--- config.mk ---
export PLATFORM = sky130hd
export DESIGN_NAME = slot_status_register_table
export DESIGN_NICKNAME = d
export VERILOG_FILES = /design/src/ssrt_pkg.sv /design/src/ssrt_front.sv /design/src/ssrt_queue.sv /design/src/ssrt_back.sv /design/src/slot_status_register_table.sv
export SDC_FILE = /design/constraint.sdc
export NUM_CORES = 2
export LEC_CHECK = 0
export ABC_AREA = 1
export BUFFER_PORTS_ARGS = -buffer_cell sky130_fd_sc_hd__buf_4
export CAP_MARGIN = 0
export CORE_AREA = 2 2 260 262
export CTS_CLUSTER_SIZE = 8
export DETAILED_ROUTE_END_ITERATION = 16
export DIE_AREA = 0 0 262 264
export PLACE_DENSITY = 0.83
export SLEW_MARGIN = 10
export SYNTH_ARGS = -nofsm -noshare
export SYNTH_HDL_FRONTEND = slang
export SYNTH_SLANG_ARGS = --single-unit
--- constraint.sdc ---
create_clock -name clk -period 6.8 [get_ports clk]
set_clock_uncertainty 0.05 [all_clocks]
set_input_delay 0.68 -clock clk [delete_from_list [all_inputs] [get_ports clk]]
set_output_delay 0.68 -clock clk [all_outputs]
set_load 0.05 [all_outputs]
--- src/ssrt_pkg.sv ---
package ssrt_pkg;

  // Table size
  localparam int SLOT_COUNT   = 16;
  localparam int STATUS_WORDS = 52;

  // Field widths
  localparam int STATE_W  = 8;
  localparam int RESULT_W = 32;
  localparam int OUT_W    = 16;
  localparam int SLOT_W   = (SLOT_COUNT > 1) ? $clog2(SLOT_COUNT) : 1;
  localparam int WORD_W   = $clog2(STATUS_WORDS);
  localparam int CNT_W    = $clog2(STATUS_WORDS + 1);
  localparam int RUN_W    = $clog2(SLOT_COUNT + 1);

  // Command queue between front and back; depth is a power of two
  localparam int QUEUE_DEPTH = 2;
  localparam int QPTR_W      = (QUEUE_DEPTH > 1) ? $clog2(QUEUE_DEPTH) : 1;
  localparam int QCNT_W      = $clog2(QUEUE_DEPTH + 1);

  // Command codes on the input tuser
  typedef enum logic [1:0] {
    CMD_UPDATE = 2'd0,
    CMD_CLEAR  = 2'd1,
    CMD_READ   = 2'd2
  } cmd_t;

  // Configuration register indexes
  typedef enum logic [0:0] {
    CFG_RUNNING_CODE = 1'b0,
    CFG_HIGHEST_CODE = 1'b1
  } cfg_index_t;

  // Classified command as queued
  typedef enum logic [1:0] {
    K_UPDATE,
    K_CLEAR,
    K_READ,
    K_READ_ERR
  } kind_t;

  typedef struct packed {
    kind_t                kind;
    logic [SLOT_W-1:0]    slot;
    logic [STATE_W-1:0]   state;
    logic [RESULT_W-1:0]  result;
    logic [WORD_W-1:0]    offset;
    logic [CNT_W-1:0]     count;
  } entry_t;

  typedef struct packed {
    logic   push;
    entry_t entry;
  } push_t;

  // Back end sequencer
  typedef enum logic [1:0] {
    B_IDLE,
    B_SCAN,
    B_EMIT
  } back_state_t;

  // Status word decode
  typedef enum logic [2:0] {
    SEL_ONE,
    SEL_COUNT,
    SEL_MASK_HI,
    SEL_MASK_LO,
    SEL_SLOT,
    SEL_ZERO
  } sel_t;

  typedef enum logic [1:0] {
    PART_STATE,
    PART_HIGH,
    PART_LOW
  } part_t;

  typedef struct packed {
    sel_t              sel;
    logic [SLOT_W-1:0] slot;
    part_t             part;
  } word_map_t;

  // Word 0..3 are header words, then three words per slot
  function automatic word_map_t map_word(input logic [WORD_W-1:0] w);
    word_map_t m;
    m.sel  = SEL_ZERO;
    m.slot = '0;
    m.part = PART_STATE;
    if (w == WORD_W'(0)) begin
      m.sel = SEL_ONE;
    end else if (w == WORD_W'(1)) begin
      m.sel = SEL_COUNT;
    end else if (w == WORD_W'(2)) begin
      m.sel = SEL_MASK_HI;
    end else if (w == WORD_W'(3)) begin
      m.sel = SEL_MASK_LO;
    end else begin
      for (int s = 0; s < SLOT_COUNT; s++) begin
        if (int'(w) == 4 + 3 * s) begin
          m.sel  = SEL_SLOT;
          m.slot = SLOT_W'(s);
          m.part = PART_STATE;
        end
        if (int'(w) == 5 + 3 * s) begin
          m.sel  = SEL_SLOT;
          m.slot = SLOT_W'(s);
          m.part = PART_HIGH;
        end
        if (int'(w) == 6 + 3 * s) begin
          m.sel  = SEL_SLOT;
          m.slot = SLOT_W'(s);
          m.part = PART_LOW;
        end
      end
    end
    return m;
  endfunction

endpackage

--- src/ssrt_front.sv ---
module ssrt_front (
  input  logic                         s_tvalid,
  output logic                         s_tready,
  // slot_number[7:0], slot_state[15:8], slot_result[47:16],
  // word_offset[63:48], word_count[79:64]
  input  logic [79:0]                  s_tdata,
  // cmd[1:0]
  input  logic [1:0]                   s_tuser,
  input  logic [ssrt_pkg::STATE_W-1:0] highest_state_code,
  input  logic                         q_full,
  output ssrt_pkg::push_t              push
);

  logic [7:0]                    slot_number;
  logic [ssrt_pkg::STATE_W-1:0]  slot_state;
  logic [ssrt_pkg::RESULT_W-1:0] slot_result;
  logic [15:0]                   word_offset;
  logic [15:0]                   word_count;
  logic [16:0]                   win_end;
  logic                          upd_ok;
  logic                          read_bad;
  logic                          keep;
  logic [7:0]                    slot_dec;

  assign slot_number = s_tdata[7:0];
  assign slot_state  = s_tdata[15:8];
  assign slot_result = s_tdata[47:16];
  assign word_offset = s_tdata[63:48];
  assign word_count  = s_tdata[79:64];

  assign s_tready = !q_full;

  // Update checks: slot counted from 1, state within the accepted range
  assign slot_dec = slot_number - 8'd1;
  assign upd_ok   = (slot_number != 8'd0) &&
                    (slot_number <= 8'(ssrt_pkg::SLOT_COUNT)) &&
                    (slot_state <= highest_state_code);

  // Read window check
  assign win_end  = {1'b0, word_offset} + {1'b0, word_count};
  assign read_bad = (word_count == 16'd0) ||
                    (win_end > 17'(ssrt_pkg::STATUS_WORDS));

  // Classify; bad updates and the unused code are dropped here
  always_comb begin
    push.entry.kind   = ssrt_pkg::K_CLEAR;
    push.entry.slot   = slot_dec[ssrt_pkg::SLOT_W-1:0];
    push.entry.state  = slot_state;
    push.entry.result = slot_result;
    push.entry.offset = word_offset[ssrt_pkg::WORD_W-1:0];
    push.entry.count  = word_count[ssrt_pkg::CNT_W-1:0];
    keep = 1'b0;
    priority if (s_tuser == ssrt_pkg::CMD_UPDATE) begin
      push.entry.kind = ssrt_pkg::K_UPDATE;
      keep = upd_ok;
    end else if (s_tuser == ssrt_pkg::CMD_CLEAR) begin
      push.entry.kind = ssrt_pkg::K_CLEAR;
      keep = 1'b1;
    end else if (s_tuser == ssrt_pkg::CMD_READ) begin
      push.entry.kind = read_bad ? ssrt_pkg::K_READ_ERR : ssrt_pkg::K_READ;
      keep = 1'b1;
    end else begin
      keep = 1'b0;
    end
    push.push = s_tvalid && s_tready && keep;
  end

endmodule

--- src/ssrt_queue.sv ---
module ssrt_queue (
  input  logic             clk,
  input  logic             rst,
  input  ssrt_pkg::push_t  push,
  input  logic             pop,
  output logic             full,
  output logic             valid,
  output ssrt_pkg::entry_t head
);

  ssrt_pkg::entry_t            slots [ssrt_pkg::QUEUE_DEPTH];
  logic [ssrt_pkg::QPTR_W-1:0] wr_ptr;
  logic [ssrt_pkg::QPTR_W-1:0] rd_ptr;
  logic [ssrt_pkg::QCNT_W-1:0] fill;
  logic                        do_push;
  logic                        do_pop;

  assign full    = (fill == ssrt_pkg::QCNT_W'(ssrt_pkg::QUEUE_DEPTH));
  assign valid   = (fill != '0);
  assign head    = slots[rd_ptr];
  assign do_push = push.push && !full;
  assign do_pop  = pop && valid;

  // Pointers and fill level
  always_ff @(posedge clk) begin
    if (rst) begin
      wr_ptr <= '0;
      rd_ptr <= '0;
      fill   <= '0;
    end else begin
      if (do_push) wr_ptr <= wr_ptr + 1'b1;
      if (do_pop)  rd_ptr <= rd_ptr + 1'b1;
      if (do_push && !do_pop) begin
        fill <= fill + 1'b1;
      end else if (do_pop && !do_push) begin
        fill <= fill - 1'b1;
      end
    end
  end

  // Entry storage
  always_ff @(posedge clk) begin
    if (do_push) slots[wr_ptr] <= push.entry;
  end

endmodule

--- src/ssrt_back.sv ---
module ssrt_back (
  input  logic                         clk,
  input  logic                         rst,
  input  logic                         q_valid,
  input  ssrt_pkg::entry_t             q_entry,
  output logic                         q_pop,
  input  logic [ssrt_pkg::STATE_W-1:0] running_state_code,
  output logic                         m_tvalid,
  input  logic                         m_tready,
  // word_value[15:0]
  output logic [15:0]                  m_tdata,
  // read_error[0]
  output logic [0:0]                   m_tuser,
  output logic                         m_tlast
);

  ssrt_pkg::back_state_t         state;
  ssrt_pkg::back_state_t         state_next;
  logic [ssrt_pkg::STATE_W-1:0]  state_store  [ssrt_pkg::SLOT_COUNT];
  logic [ssrt_pkg::RESULT_W-1:0] result_store [ssrt_pkg::SLOT_COUNT];
  logic [ssrt_pkg::WORD_W-1:0]   cur;
  logic [ssrt_pkg::CNT_W-1:0]    remain;
  logic [ssrt_pkg::SLOT_COUNT-1:0] run_mask;
  logic [ssrt_pkg::SLOT_COUNT-1:0] run_hit;
  logic [ssrt_pkg::RUN_W-1:0]    run_count;
  logic [31:0]                   mask_word;
  ssrt_pkg::word_map_t           wmap;
  logic [ssrt_pkg::OUT_W-1:0]    word_val;
  logic                          out_free;
  logic                          do_update;
  logic                          do_clear;
  logic                          start_read;
  logic                          do_scan;
  logic                          load_err;
  logic                          load_word;
  logic                          any_state;

  assign out_free = !m_tvalid || m_tready;

  // Sequencer state
  always_ff @(posedge clk) begin
    if (rst) state <= ssrt_pkg::B_IDLE;
    else     state <= state_next;
  end

  // Next state and control strobes
  always_comb begin
    state_next = state;
    q_pop      = 1'b0;
    do_update  = 1'b0;
    do_clear   = 1'b0;
    start_read = 1'b0;
    do_scan    = 1'b0;
    load_err   = 1'b0;
    load_word  = 1'b0;
    unique case (state)
      ssrt_pkg::B_IDLE: begin
        if (q_valid) begin
          unique case (q_entry.kind)
            ssrt_pkg::K_UPDATE: begin
              q_pop     = 1'b1;
              do_update = 1'b1;
            end
            ssrt_pkg::K_CLEAR: begin
              q_pop    = 1'b1;
              do_clear = 1'b1;
            end
            ssrt_pkg::K_READ: begin
              q_pop      = 1'b1;
              start_read = 1'b1;
              state_next = ssrt_pkg::B_SCAN;
            end
            ssrt_pkg::K_READ_ERR: begin
              if (out_free) begin
                q_pop    = 1'b1;
                load_err = 1'b1;
              end
            end
            default: ;
          endcase
        end
      end
      ssrt_pkg::B_SCAN: begin
        do_scan    = 1'b1;
        state_next = ssrt_pkg::B_EMIT;
      end
      ssrt_pkg::B_EMIT: begin
        if (out_free) begin
          load_word = 1'b1;
          if (remain == ssrt_pkg::CNT_W'(1)) state_next = ssrt_pkg::B_IDLE;
        end
      end
      default: state_next = ssrt_pkg::B_IDLE;
    endcase
  end

  // Slot tables
  always_ff @(posedge clk) begin
    if (rst || do_clear) begin
      for (int i = 0; i < ssrt_pkg::SLOT_COUNT; i++) begin
        state_store[i]  <= '0;
        result_store[i] <= '0;
      end
    end else if (do_update) begin
      state_store[q_entry.slot]  <= q_entry.state;
      result_store[q_entry.slot] <= q_entry.result;
    end
  end

  // Running slots: one comparator per slot
  always_comb begin
    for (int i = 0; i < ssrt_pkg::SLOT_COUNT; i++) begin
      run_hit[i] = (state_store[i] == running_state_code);
    end
  end

  // Window walk and running summary, taken once per read
  always_ff @(posedge clk) begin
    if (start_read) begin
      cur    <= q_entry.offset;
      remain <= q_entry.count;
    end else if (load_word) begin
      cur    <= cur + 1'b1;
      remain <= remain - 1'b1;
    end
    if (do_scan) begin
      run_mask  <= run_hit;
      run_count <= ssrt_pkg::RUN_W'($countones(run_hit));
    end
  end

  // Status word at the current position
  assign mask_word = 32'(run_mask);
  assign wmap      = ssrt_pkg::map_word(cur);

  always_comb begin
    word_val = '0;
    unique case (wmap.sel)
      ssrt_pkg::SEL_ONE:     word_val = ssrt_pkg::OUT_W'(1);
      ssrt_pkg::SEL_COUNT:   word_val = ssrt_pkg::OUT_W'(run_count);
      ssrt_pkg::SEL_MASK_HI: word_val = mask_word[31:16];
      ssrt_pkg::SEL_MASK_LO: word_val = mask_word[15:0];
      ssrt_pkg::SEL_SLOT: begin
        unique case (wmap.part)
          ssrt_pkg::PART_STATE: word_val = ssrt_pkg::OUT_W'(state_store[wmap.slot]);
          ssrt_pkg::PART_HIGH:  word_val = result_store[wmap.slot][31:16];
          ssrt_pkg::PART_LOW:   word_val = result_store[wmap.slot][15:0];
          default:              word_val = '0;
        endcase
      end
      default: word_val = '0;
    endcase
  end

  // Output register
  always_ff @(posedge clk) begin
    if (rst) begin
      m_tvalid <= 1'b0;
    end else if (load_word || load_err) begin
      m_tvalid <= 1'b1;
    end else if (m_tready) begin
      m_tvalid <= 1'b0;
    end
    if (load_err) begin
      m_tdata <= '0;
      m_tuser <= 1'b1;
      m_tlast <= 1'b1;
    end else if (load_word) begin
      m_tdata <= word_val;
      m_tuser <= 1'b0;
      m_tlast <= (remain == ssrt_pkg::CNT_W'(1));
    end
  end

  // Any slot state still set
  always_comb begin
    any_state = 1'b0;
    for (int i = 0; i < ssrt_pkg::SLOT_COUNT; i++) begin
      any_state = any_state | (state_store[i] != '0);
    end
  end

  a_emit_remain: assert property (@(posedge clk) disable iff (rst)
    state == ssrt_pkg::B_EMIT |-> remain != '0)
    else $error("window walk with no words left");

  a_emit_range: assert property (@(posedge clk) disable iff (rst)
    state == ssrt_pkg::B_EMIT |-> (int'(cur) + int'(remain)) <= ssrt_pkg::STATUS_WORDS)
    else $error("window walk runs past the status map");

  a_err_word: assert property (@(posedge clk) disable iff (rst)
    m_tvalid && m_tuser[0] |-> m_tdata == '0 && m_tlast)
    else $error("error word not zero or not last");

  a_clear: assert property (@(posedge clk) disable iff (rst)
    do_clear |=> !any_state)
    else $error("slot states not cleared");

  a_last_idle: assert property (@(posedge clk) disable iff (rst)
    load_word && remain == ssrt_pkg::CNT_W'(1) |=> state == ssrt_pkg::B_IDLE && m_tlast)
    else $error("sequencer did not finish on the last word");

endmodule

--- src/slot_status_register_table.sv ---
// Channel  Dir  Handshake          Payload
// s        in   s_tvalid/s_tready  s_tdata: slot/state/result/offset/count, s_tuser: cmd
// m        out  m_tvalid/m_tready  m_tdata: word_value, m_tuser: read_error, m_tlast
// cfg      in   cfg_we             cfg_index, cfg_data (no handshake, no read-back)
//
// Update and clear are taken one per cycle while s_tready is high and carried out at the edge
// that pops them from the two-entry command queue. A read pops its command, registers the
// running mask and count, then gives one word per cycle from the output register while
// m_tready is high; a bad window gives its single error word.
// rst is synchronous and active high; it zeroes the slot tables, empties the queue
// and loads the register defaults. A stall on m holds the output word and walk,
// and the queue fills and drops s_tready after two waiting commands.
module slot_status_register_table (
  input  logic        clk,
  input  logic        rst,
  input  logic        s_tvalid,
  output logic        s_tready,
  // slot_number[7:0], slot_state[15:8], slot_result[47:16],
  // word_offset[63:48], word_count[79:64]
  input  logic [79:0] s_tdata,
  // cmd[1:0]
  input  logic [1:0]  s_tuser,
  output logic        m_tvalid,
  input  logic        m_tready,
  // word_value[15:0]
  output logic [15:0] m_tdata,
  // read_error[0]
  output logic [0:0]  m_tuser,
  output logic        m_tlast,
  input  logic        cfg_we,
  input  logic [0:0]  cfg_index,
  input  logic [7:0]  cfg_data
);

  logic [ssrt_pkg::STATE_W-1:0] running_state_code;
  logic [ssrt_pkg::STATE_W-1:0] highest_state_code;
  ssrt_pkg::push_t              push;
  ssrt_pkg::entry_t             q_head;
  logic                         q_full;
  logic                         q_valid;
  logic                         q_pop;

  // Configuration registers
  always_ff @(posedge clk) begin
    if (rst) begin
      running_state_code <= 8'd1;
      highest_state_code <= 8'd3;
    end else if (cfg_we) begin
      unique case (cfg_index)
        ssrt_pkg::CFG_RUNNING_CODE: running_state_code <= cfg_data;
        ssrt_pkg::CFG_HIGHEST_CODE: highest_state_code <= cfg_data;
        default: ;
      endcase
    end
  end

  ssrt_front u_front (
    .s_tvalid           (s_tvalid),
    .s_tready           (s_tready),
    .s_tdata            (s_tdata),
    .s_tuser            (s_tuser),
    .highest_state_code (highest_state_code),
    .q_full             (q_full),
    .push               (push)
  );

  ssrt_queue u_queue (
    .clk   (clk),
    .rst   (rst),
    .push  (push),
    .pop   (q_pop),
    .full  (q_full),
    .valid (q_valid),
    .head  (q_head)
  );

  ssrt_back u_back (
    .clk                (clk),
    .rst                (rst),
    .q_valid            (q_valid),
    .q_entry            (q_head),
    .q_pop              (q_pop),
    .running_state_code (running_state_code),
    .m_tvalid           (m_tvalid),
    .m_tready           (m_tready),
    .m_tdata            (m_tdata),
    .m_tuser            (m_tuser),
    .m_tlast            (m_tlast)
  );

endmodule
Yosys cells after proc, flatten, opt, wreduce, memory -nomap -nowiden
Memory sizes are Yosys's and may differ from the RTL's. A register that Yosys moved wholly into a read port is not among the register bits.
Index checks and enable logic that the tools add are counted.
Widths: inputs -> output; s select.
- add/subtract/negate cells: 23
- $lt $le $gt $ge: 3
- equality and inequality tests: 85
- muxes and demuxes: 111
- bitwise operators: 1
- reduce and logical (&&, ||, !) cells: 34
- operator list (kind ; count):
    $mux 7 ; 47
    $eq 6x6->1 const B ; 32
    $eq 8x8->1 ; 16
    $eq 6x5->1 const B ; 12
    $pmux 16 s4 ; 1
    $mux 6 ; 8
    $pmux 16 s3 ; 1
    $add 5x5->5 ; 7
    $mux 1 ; 34
    $mux 32 ; 1
    $reduce_or 32->1 ; 1
    $eq 6x4->1 const B ; 4
    $mux 2 ; 9
    $add 16x16->17 ; 1
    $gt 17x6->1 const B ; 1
    $add 1x1->2 ; 8
    $logic_not 16->1 ; 1
    $eq 2x2->1 const B ; 6
    $eq 6x1->1 const B ; 2
    $eq 6x2->1 const B ; 2
    $mux 3 ; 4
    $mux 9 ; 1
    $eq 2x1->1 const B ; 4
    $le 8x5->1 const B ; 1
    other kinds (29) ; 53
- register bits after elaboration: 74
- bits in writable memories: 756
- bits of input ports: 96
- output and inout bits: 20
- word-level logic and storage cells: 274
- memories: 3
- memories (name ; depth ; width ; rd ports ; clocked after memory_dff ; wr ports ; RTL line ; text):
    u_back.result_store ; 16 ; 32 ; 1 ; 0 ; 16 ; ssrt_back.sv:20 ; logic [ssrt_pkg::RESULT_W-1:0] result_store [ssrt_pkg::SLOT_COUNT];
    u_back.state_store ; 16 ; 8 ; 17 ; 0 ; 16 ; ssrt_back.sv:19 ; logic [ssrt_pkg::STATE_W-1:0] state_store [ssrt_pkg::SLOT_COUNT];
    u_queue.slots ; 2 ; 58 ; 1 ; 1 ; 1 ; ssrt_queue.sv:11 ; ssrt_pkg::entry_t slots [ssrt_pkg::QUEUE_DEPTH];

Depth between registers and ports, before layout
- depth in word-level cells: 56
- gate-level depth with buffers: 37
- mapped depth without buffers: 36

Hierarchy
Synthesis repeated with hierarchy kept, for this count alone.
- cells, all modules: 4270
- area, all modules: 40883.0 um^2
- modules (own cells, without submodules) (module ; times used ; cells an instance ; area each (um^2) ; seq. area each (um^2)):
    ssrt_back ; 1 ; 3642 ; 33925.0 ; 20629.8
    ssrt_queue ; 1 ; 217 ; 4500.6 ; 3583.4
    ssrt_front ; 1 ; 325 ; 1820.5 ; 0.0
    slot_status_register_table ; 1 ; 86 ; 636.9 ; 320.3

Worst setup path after synthesis
OpenSTA, ideal clock, no wires.
- path type: reg2reg
- start: register running_state_code[0] in the netlist's numbering
- end: register u_back.run_count[3] in the netlist's numbering, data pin
- setup time: 0.258 ns
- arrival time: 4.547 ns
- required time: 6.492 ns
- path slack: 1.946 ns
- stages on the path, launching flop included: 17
- path buffers: 2
- clock period less this slack: 4.854 ns
- path through: dfxtp_1 -> clkbuf_1 -> clkbuf_1 -> xnor2_1 -> nand4_1 -> nor4_1 -> ha_1 -> inv_1 -> fa_1 -> fa_1 -> fa_1 -> inv_1 -> fa_1 -> ha_1 -> inv_1 -> fa_1 -> xnor2_1
- longest elaborated chain between the ends: 5
- elaborated cells on any way between the ends: 31
- classes of those cells: add/sub (15); eq/ne (16)
- RTL lines (element ; RTL line ; text):
    start, declared ; slot_status_register_table.sv:35 ; logic [ssrt_pkg::STATE_W-1:0] running_state_code;
    start signal, assigned ; slot_status_register_table.sv:50 ; ssrt_pkg::CFG_RUNNING_CODE: running_state_code <= cfg_data;
    $eq 8x8->1 ; ssrt_back.sv:113 ; run_hit[i] = (state_store[i] == running_state_code);
    named net u_back.run_hit, one bit ; ssrt_back.sv:24 ; logic [ssrt_pkg::SLOT_COUNT-1:0] run_hit;
    $add 1x1->2 (not written as such) ; ssrt_back.sv:128 ; run_count <= ssrt_pkg::RUN_W'($countones(run_hit));
    $add 5x5->5 (not written as such) (3 in a row) ; ssrt_back.sv:128 ;
    end signal, assigned ; ssrt_back.sv:128 ;
    end, declared ; ssrt_back.sv:25 ; logic [ssrt_pkg::RUN_W-1:0] run_count;
The timed path passes the listed nets, and every way through them passes these cells.
A chain may end at the register's enable or synchronous reset.

Worst setup path after layout
Same ends and word-level chain as after synthesis.

==> impl_metrics.xml <==
<?xml version="1.0" encoding="UTF-8"?>
<metrics>
  <group name="clocking">
    <metric name="numClockSinks" unit="">831</metric>
    <metric name="worst_setup_hold_path_clk_slew" unit="ns">0.05</metric>
    <metric name="ctsRootBufferMaster" unit="">sky130_fd_sc_hd__clkbuf_16</metric>
    <metric name="cts_repair_resize_count" unit="">0</metric>
    <metric name="h-tree-depth" unit="">3</metric>
    <metric name="clock_insertion_delay_worst_skew" unit="ns">0.69</metric>
    <metric name="clock_tree_from_tritoncts" unit="">yes</metric>
    <metric name="cts_hold_buf" unit="">0</metric>
    <metric name="cts_buffers" unit="">113</metric>
    <metric name="cts.path.max_buffers" unit="">3</metric>
    <metric name="cts_setup_buffers" unit="">0</metric>
  </group>
  <group name="sta">
    <metric name="unrepaired_setup_endpoints_after_global_routing" unit="">no</metric>
    <metric name="timing.final.setup_violations" unit="">0</metric>
    <metric name="report.final.slew_viol_count" unit="">0</metric>
    <metric name="max-slew-margin-rel" unit="%">13.6</metric>
    <metric name="report.final.hold_viol_count" unit="">0</metric>
    <metric name="fin_setup_tns" unit="ns">0</metric>
    <metric name="layout_setup_ws" unit="ns">1.36</metric>
    <metric name="max_clock_freq" unit="MHz">184</metric>
    <metric name="fin_crit_sh" unit="%">80.0</metric>
    <metric name="slew_at_the_pin_closest_to_its_max_slew_limit" unit="ns">1.26</metric>
    <metric name="clock_period_minus_worst_slack" unit="ns">5.44</metric>
  </group>
  <group name="routing">
    <metric name="ant_nets" unit="">0</metric>
    <metric name="drt_iter0_drc" unit="">5129</metric>
    <metric name="wirelength" unit="mm">116</metric>
    <metric name="dr_pass1_iterations" unit="">10</metric>
    <metric name="detail_route.drc_violations" unit="">0</metric>
    <metric name="post_drt_via_cell_ratio" unit="">6.19</metric>
    <metric name="met2_wirelength" unit="mm">51.5</metric>
    <metric name="detailroute.via_count" unit="">30797</metric>
    <metric name="m1WireLength" unit="mm">40.5</metric>
    <metric name="met3_wirelength" unit="mm">17.7</metric>
    <metric name="routedWlPerCell" unit="microns">23.3</metric>
    <metric name="max_used_layer" unit="">met5</metric>
  </group>
  <group name="min_path">
    <metric name="hold_class" unit="">in -&gt; reg</metric>
  </group>
  <group name="synth">
    <metric name="synthesis.nets" unit="">4137</metric>
    <metric name="syn-mean-instance-area" unit="sq um">9.89</metric>
    <metric name="synth_async_sr_flop_share" unit="%">0</metric>
    <metric name="synth.ff_latch_count" unit="">831</metric>
    <metric name="yosys.area.top_type_share" unit="%">60.1</metric>
    <metric name="mappedNetlistArea" unit="sq mm">0.0394</metric>
    <metric name="synthesis.instances" unit="">3981</metric>
    <metric name="most_area_hungry_cell_type_in_the_yosys_netlist" unit="">sky130_fd_sc_hd__edfxtp_1</metric>
    <metric name="synth-main-ff-cell" unit="">sky130_fd_sc_hd__edfxtp_1</metric>
    <metric name="most_frequently_used_cell_type_in_the_post_synthesis_netlist" unit="">sky130_fd_sc_hd__nand2_1</metric>
    <metric name="synthesis.yosys.warnings" unit="">0</metric>
    <metric name="yosys.cell_types.count" unit="">49</metric>
    <metric name="synth_sequential_area_ratio" unit="%">62.3</metric>
    <metric name="yosys-top-cells-area" unit="">sky130_fd_sc_hd__edfxtp_1 (60%), sky130_fd_sc_hd__nand2_1 (8.6%), sky130_fd_sc_hd__nor2_1 (7.2%), sky130_fd_sc_hd__nand3_1 (7.0%), sky130_fd_sc_hd__dfxtp_1 (2.1%)</metric>
    <metric name="synth_enable_flop_cells" unit="">789</metric>
    <metric name="synth.cells.most_frequent" unit="">sky130_fd_sc_hd__nand2_1 (902), sky130_fd_sc_hd__edfxtp_1 (789), sky130_fd_sc_hd__nor2_1 (754)</metric>
  </group>
  <group name="worst_setup_path">
    <metric name="crit_path_start_kind" unit="">register</metric>
    <metric name="critical_path_start_end_classification" unit="">reg -&gt; reg</metric>
    <metric name="end_kind" unit="">register</metric>
    <metric name="critPathMaxFanout" unit="">17</metric>
    <metric name="arrival" unit="ns">5.83</metric>
    <metric name="worst_ep_required_time" unit="ns">7.19</metric>
  </group>
  <group name="grt">
    <metric name="number_of_antenna_violations_at_the_first_check_in_global_routing" unit="">2</metric>
    <metric name="via_count_of_the_first_global_routing_pass" unit="">30017</metric>
    <metric name="grt_start_max_net_pins" unit="">167</metric>
    <metric name="grt-ovfl-total" unit="">0</metric>
    <metric name="wire_length_of_the_first_global_routing_pass" unit="mm">173</metric>
    <metric name="gr-usage-all-layers" unit="%">33.4</metric>
  </group>
  <group name="power_and_ir_drop">
    <metric name="power.static_leakage" unit="nW">17.5</metric>
    <metric name="power.density" unit="mW/mm^2">470</metric>
    <metric name="max-vdd-ir-drop" unit="V">0.000741</metric>
  </group>
  <group name="cells_and_area">
    <metric name="finalCoreUtilization" unit="%">66.6</metric>
    <metric name="drive_gt1_share" unit="%">10.3</metric>
    <metric name="final_net_count" unit="">4187</metric>
    <metric name="fin_area" unit="sq mm">0.0444</metric>
    <metric name="flow.area_growth_from_synthesis" unit="%">12.6</metric>
  </group>
  <group name="die">
    <metric name="initial_utilization" unit="%">59.2</metric>
    <metric name="die_width" unit="microns">262</metric>
    <metric name="die-height" unit="microns">264</metric>
    <metric name="core_region_area" unit="sq mm">0.0666</metric>
    <metric name="placement_rows" unit="">95</metric>
    <metric name="dieArea" unit="sq mm">0.0692</metric>
    <metric name="floorplan.io_pins" unit="">116</metric>
  </group>
  <group name="flow_run">
    <metric name="max-cap-violations" unit="">0</metric>
  </group>
  <group name="placed_design">
    <metric name="pre_cts_ws" unit="ns">1.38</metric>
    <metric name="detailed_place_hpwl" unit="mm">64.1</metric>
    <metric name="io_buffer_count" unit="">115</metric>
    <metric name="gp_routability_congestion" unit="">0.954</metric>
    <metric name="placed_area" unit="sq mm">0.0411</metric>
  </group>
  <group name="status">
    <metric name="status" unit="">finished, final reports clean</metric>
  </group>
</metrics>
## routing by layer
layer  vias to the layer above  GRT usage, %
met1                     14258          44.2
met2                      2525          50.5
met3                       456          9.82
met5                         -         0.427
li1                      13554             -
met4                         4          16.6
## power by group
group / internal, mW / leakage [nW] / switching, mW
clock network: 3.08 / 1.53 / 2.11
logic: 2.38 / 7.60 / 6.33
registers: 6.57 / 8.41 / 0.381
total: 12.0 / 17.5 / 8.82
## area by class of cell
type / instances / area, sq um
diodes: 2 / 5.00
clock buffers: 178 / 3090
clock inverters: 6 / 115
inverters: 152 / 574
fillers: 4736 / 22200
repair buffers: 204 / 1620
flip-flops and latches: 831 / 24500
multi-input cells: 2729 / 13300
well taps: 873 / 1090
## registers in the layout (all words and copies together), names as in the netlist, 5 cells and up, named ones only
name and flops:
highest_state_code 8, running_state_code 8, u_back.cur 6, u_back.m_tdata 16
u_back.remain 6, u_back.result_store 512, u_back.run_count 5, u_back.run_mask 16
u_back.state_store 128, u_queue.slots 116
## cells by family (layout without fill, tap and decap cells)
group | count (synthesis) | count (layout) | synth area share [%]
buffers and inverters | 421 | 540 | 4.44
AND/OR/NAND/NOR | 2328 | 2328 | 24.7
XOR/XNOR | 119 | 119 | 2.65
flip-flops | 831 | 831 | 62.3
other | 0 | 2 | 0
multiplexers | 42 | 42 | 1.07
adder cells (fa/ha/maj) | 60 | 60 | 2.13
AO/OA/AOI/OAI | 180 | 180 | 2.70
## through the flow
step,power (mW),instances,hold WS (ns)
final,20.9,4975,0.123
after global routing,21.6,4973,0.127
after CTS,20.5,4973,0.111
after detailed placement,15.3,4789,0.397
after global placement,15.1,4789,0.392
after floorplan,12.6,3981,0.383
## worst max-delay path: stages, from the launching register on
cell                        delay, ns
sky130_fd_sc_hd__dfxtp_1         0.95
sky130_fd_sc_hd__xnor2_1         0.20
sky130_fd_sc_hd__nand4_1         0.14
sky130_fd_sc_hd__a2111oi_0       0.66
sky130_fd_sc_hd__ha_1            0.29
sky130_fd_sc_hd__inv_1           0.06
sky130_fd_sc_hd__fa_1            0.50
sky130_fd_sc_hd__fa_1            0.50
sky130_fd_sc_hd__fa_1            0.50
sky130_fd_sc_hd__inv_1           0.06
sky130_fd_sc_hd__fa_1            0.48
sky130_fd_sc_hd__ha_1            0.17
sky130_fd_sc_hd__inv_1           0.07
sky130_fd_sc_hd__fa_1            0.43
sky130_fd_sc_hd__xnor2_1         0.14
## path summary, 6_finish.rpt
kind	start	to	slack [ns]	cells after the start
min	s_tdata[25]	u_queue.slots[1][21]	0.12	1
max	running_state_code[0]	u_back.run_count[3]	1.36	14
min reg2reg	u_back.m_tdata[13]	u_back.m_tdata[13]	0.40	2
max reg2reg	running_state_code[0]	u_back.run_count[3]	1.36	14
## layout by cell type, fill, tap and decap left out, types with 3 or more instances in the layout
cell type,n
sky130_fd_sc_hd__clkinv_1,6
sky130_fd_sc_hd__nand2_1,868
sky130_fd_sc_hd__edfxtp_1,789
sky130_fd_sc_hd__o21ai_1,7
sky130_fd_sc_hd__nor2_2,5
sky130_fd_sc_hd__a22oi_1,5
sky130_fd_sc_hd__inv_16,3
sky130_fd_sc_hd__nand3_1,552
sky130_fd_sc_hd__a21o_1,3
sky130_fd_sc_hd__nand3b_1,5
sky130_fd_sc_hd__inv_2,4
sky130_fd_sc_hd__nor2_1,752
sky130_fd_sc_hd__nor3_1,13
sky130_fd_sc_hd__mux2i_1,29
sky130_fd_sc_hd__o21a_1,7
sky130_fd_sc_hd__nor4_1,17
sky130_fd_sc_hd__clkbuf_16,114
sky130_fd_sc_hd__and2_0,3
sky130_fd_sc_hd__mux2i_2,13
sky130_fd_sc_hd__or2_2,30
sky130_fd_sc_hd__xor2_1,27
sky130_fd_sc_hd__nand4_1,36
sky130_fd_sc_hd__clkbuf_1,64
sky130_fd_sc_hd__buf_12,7
sky130_fd_sc_hd__inv_1,140
sky130_fd_sc_hd__a31oi_1,8
sky130_fd_sc_hd__nand2_2,24
sky130_fd_sc_hd__ha_1,48
sky130_fd_sc_hd__nand2_4,10
sky130_fd_sc_hd__dfxtp_1,41
sky130_fd_sc_hd__buf_4,197
sky130_fd_sc_hd__o211ai_1,20
sky130_fd_sc_hd__o21ai_0,52
sky130_fd_sc_hd__a21oi_1,62
sky130_fd_sc_hd__and2_1,5
sky130_fd_sc_hd__xnor2_1,92
sky130_fd_sc_hd__fa_1,12
Note: power is estimated with default switching activity, not from simulation.
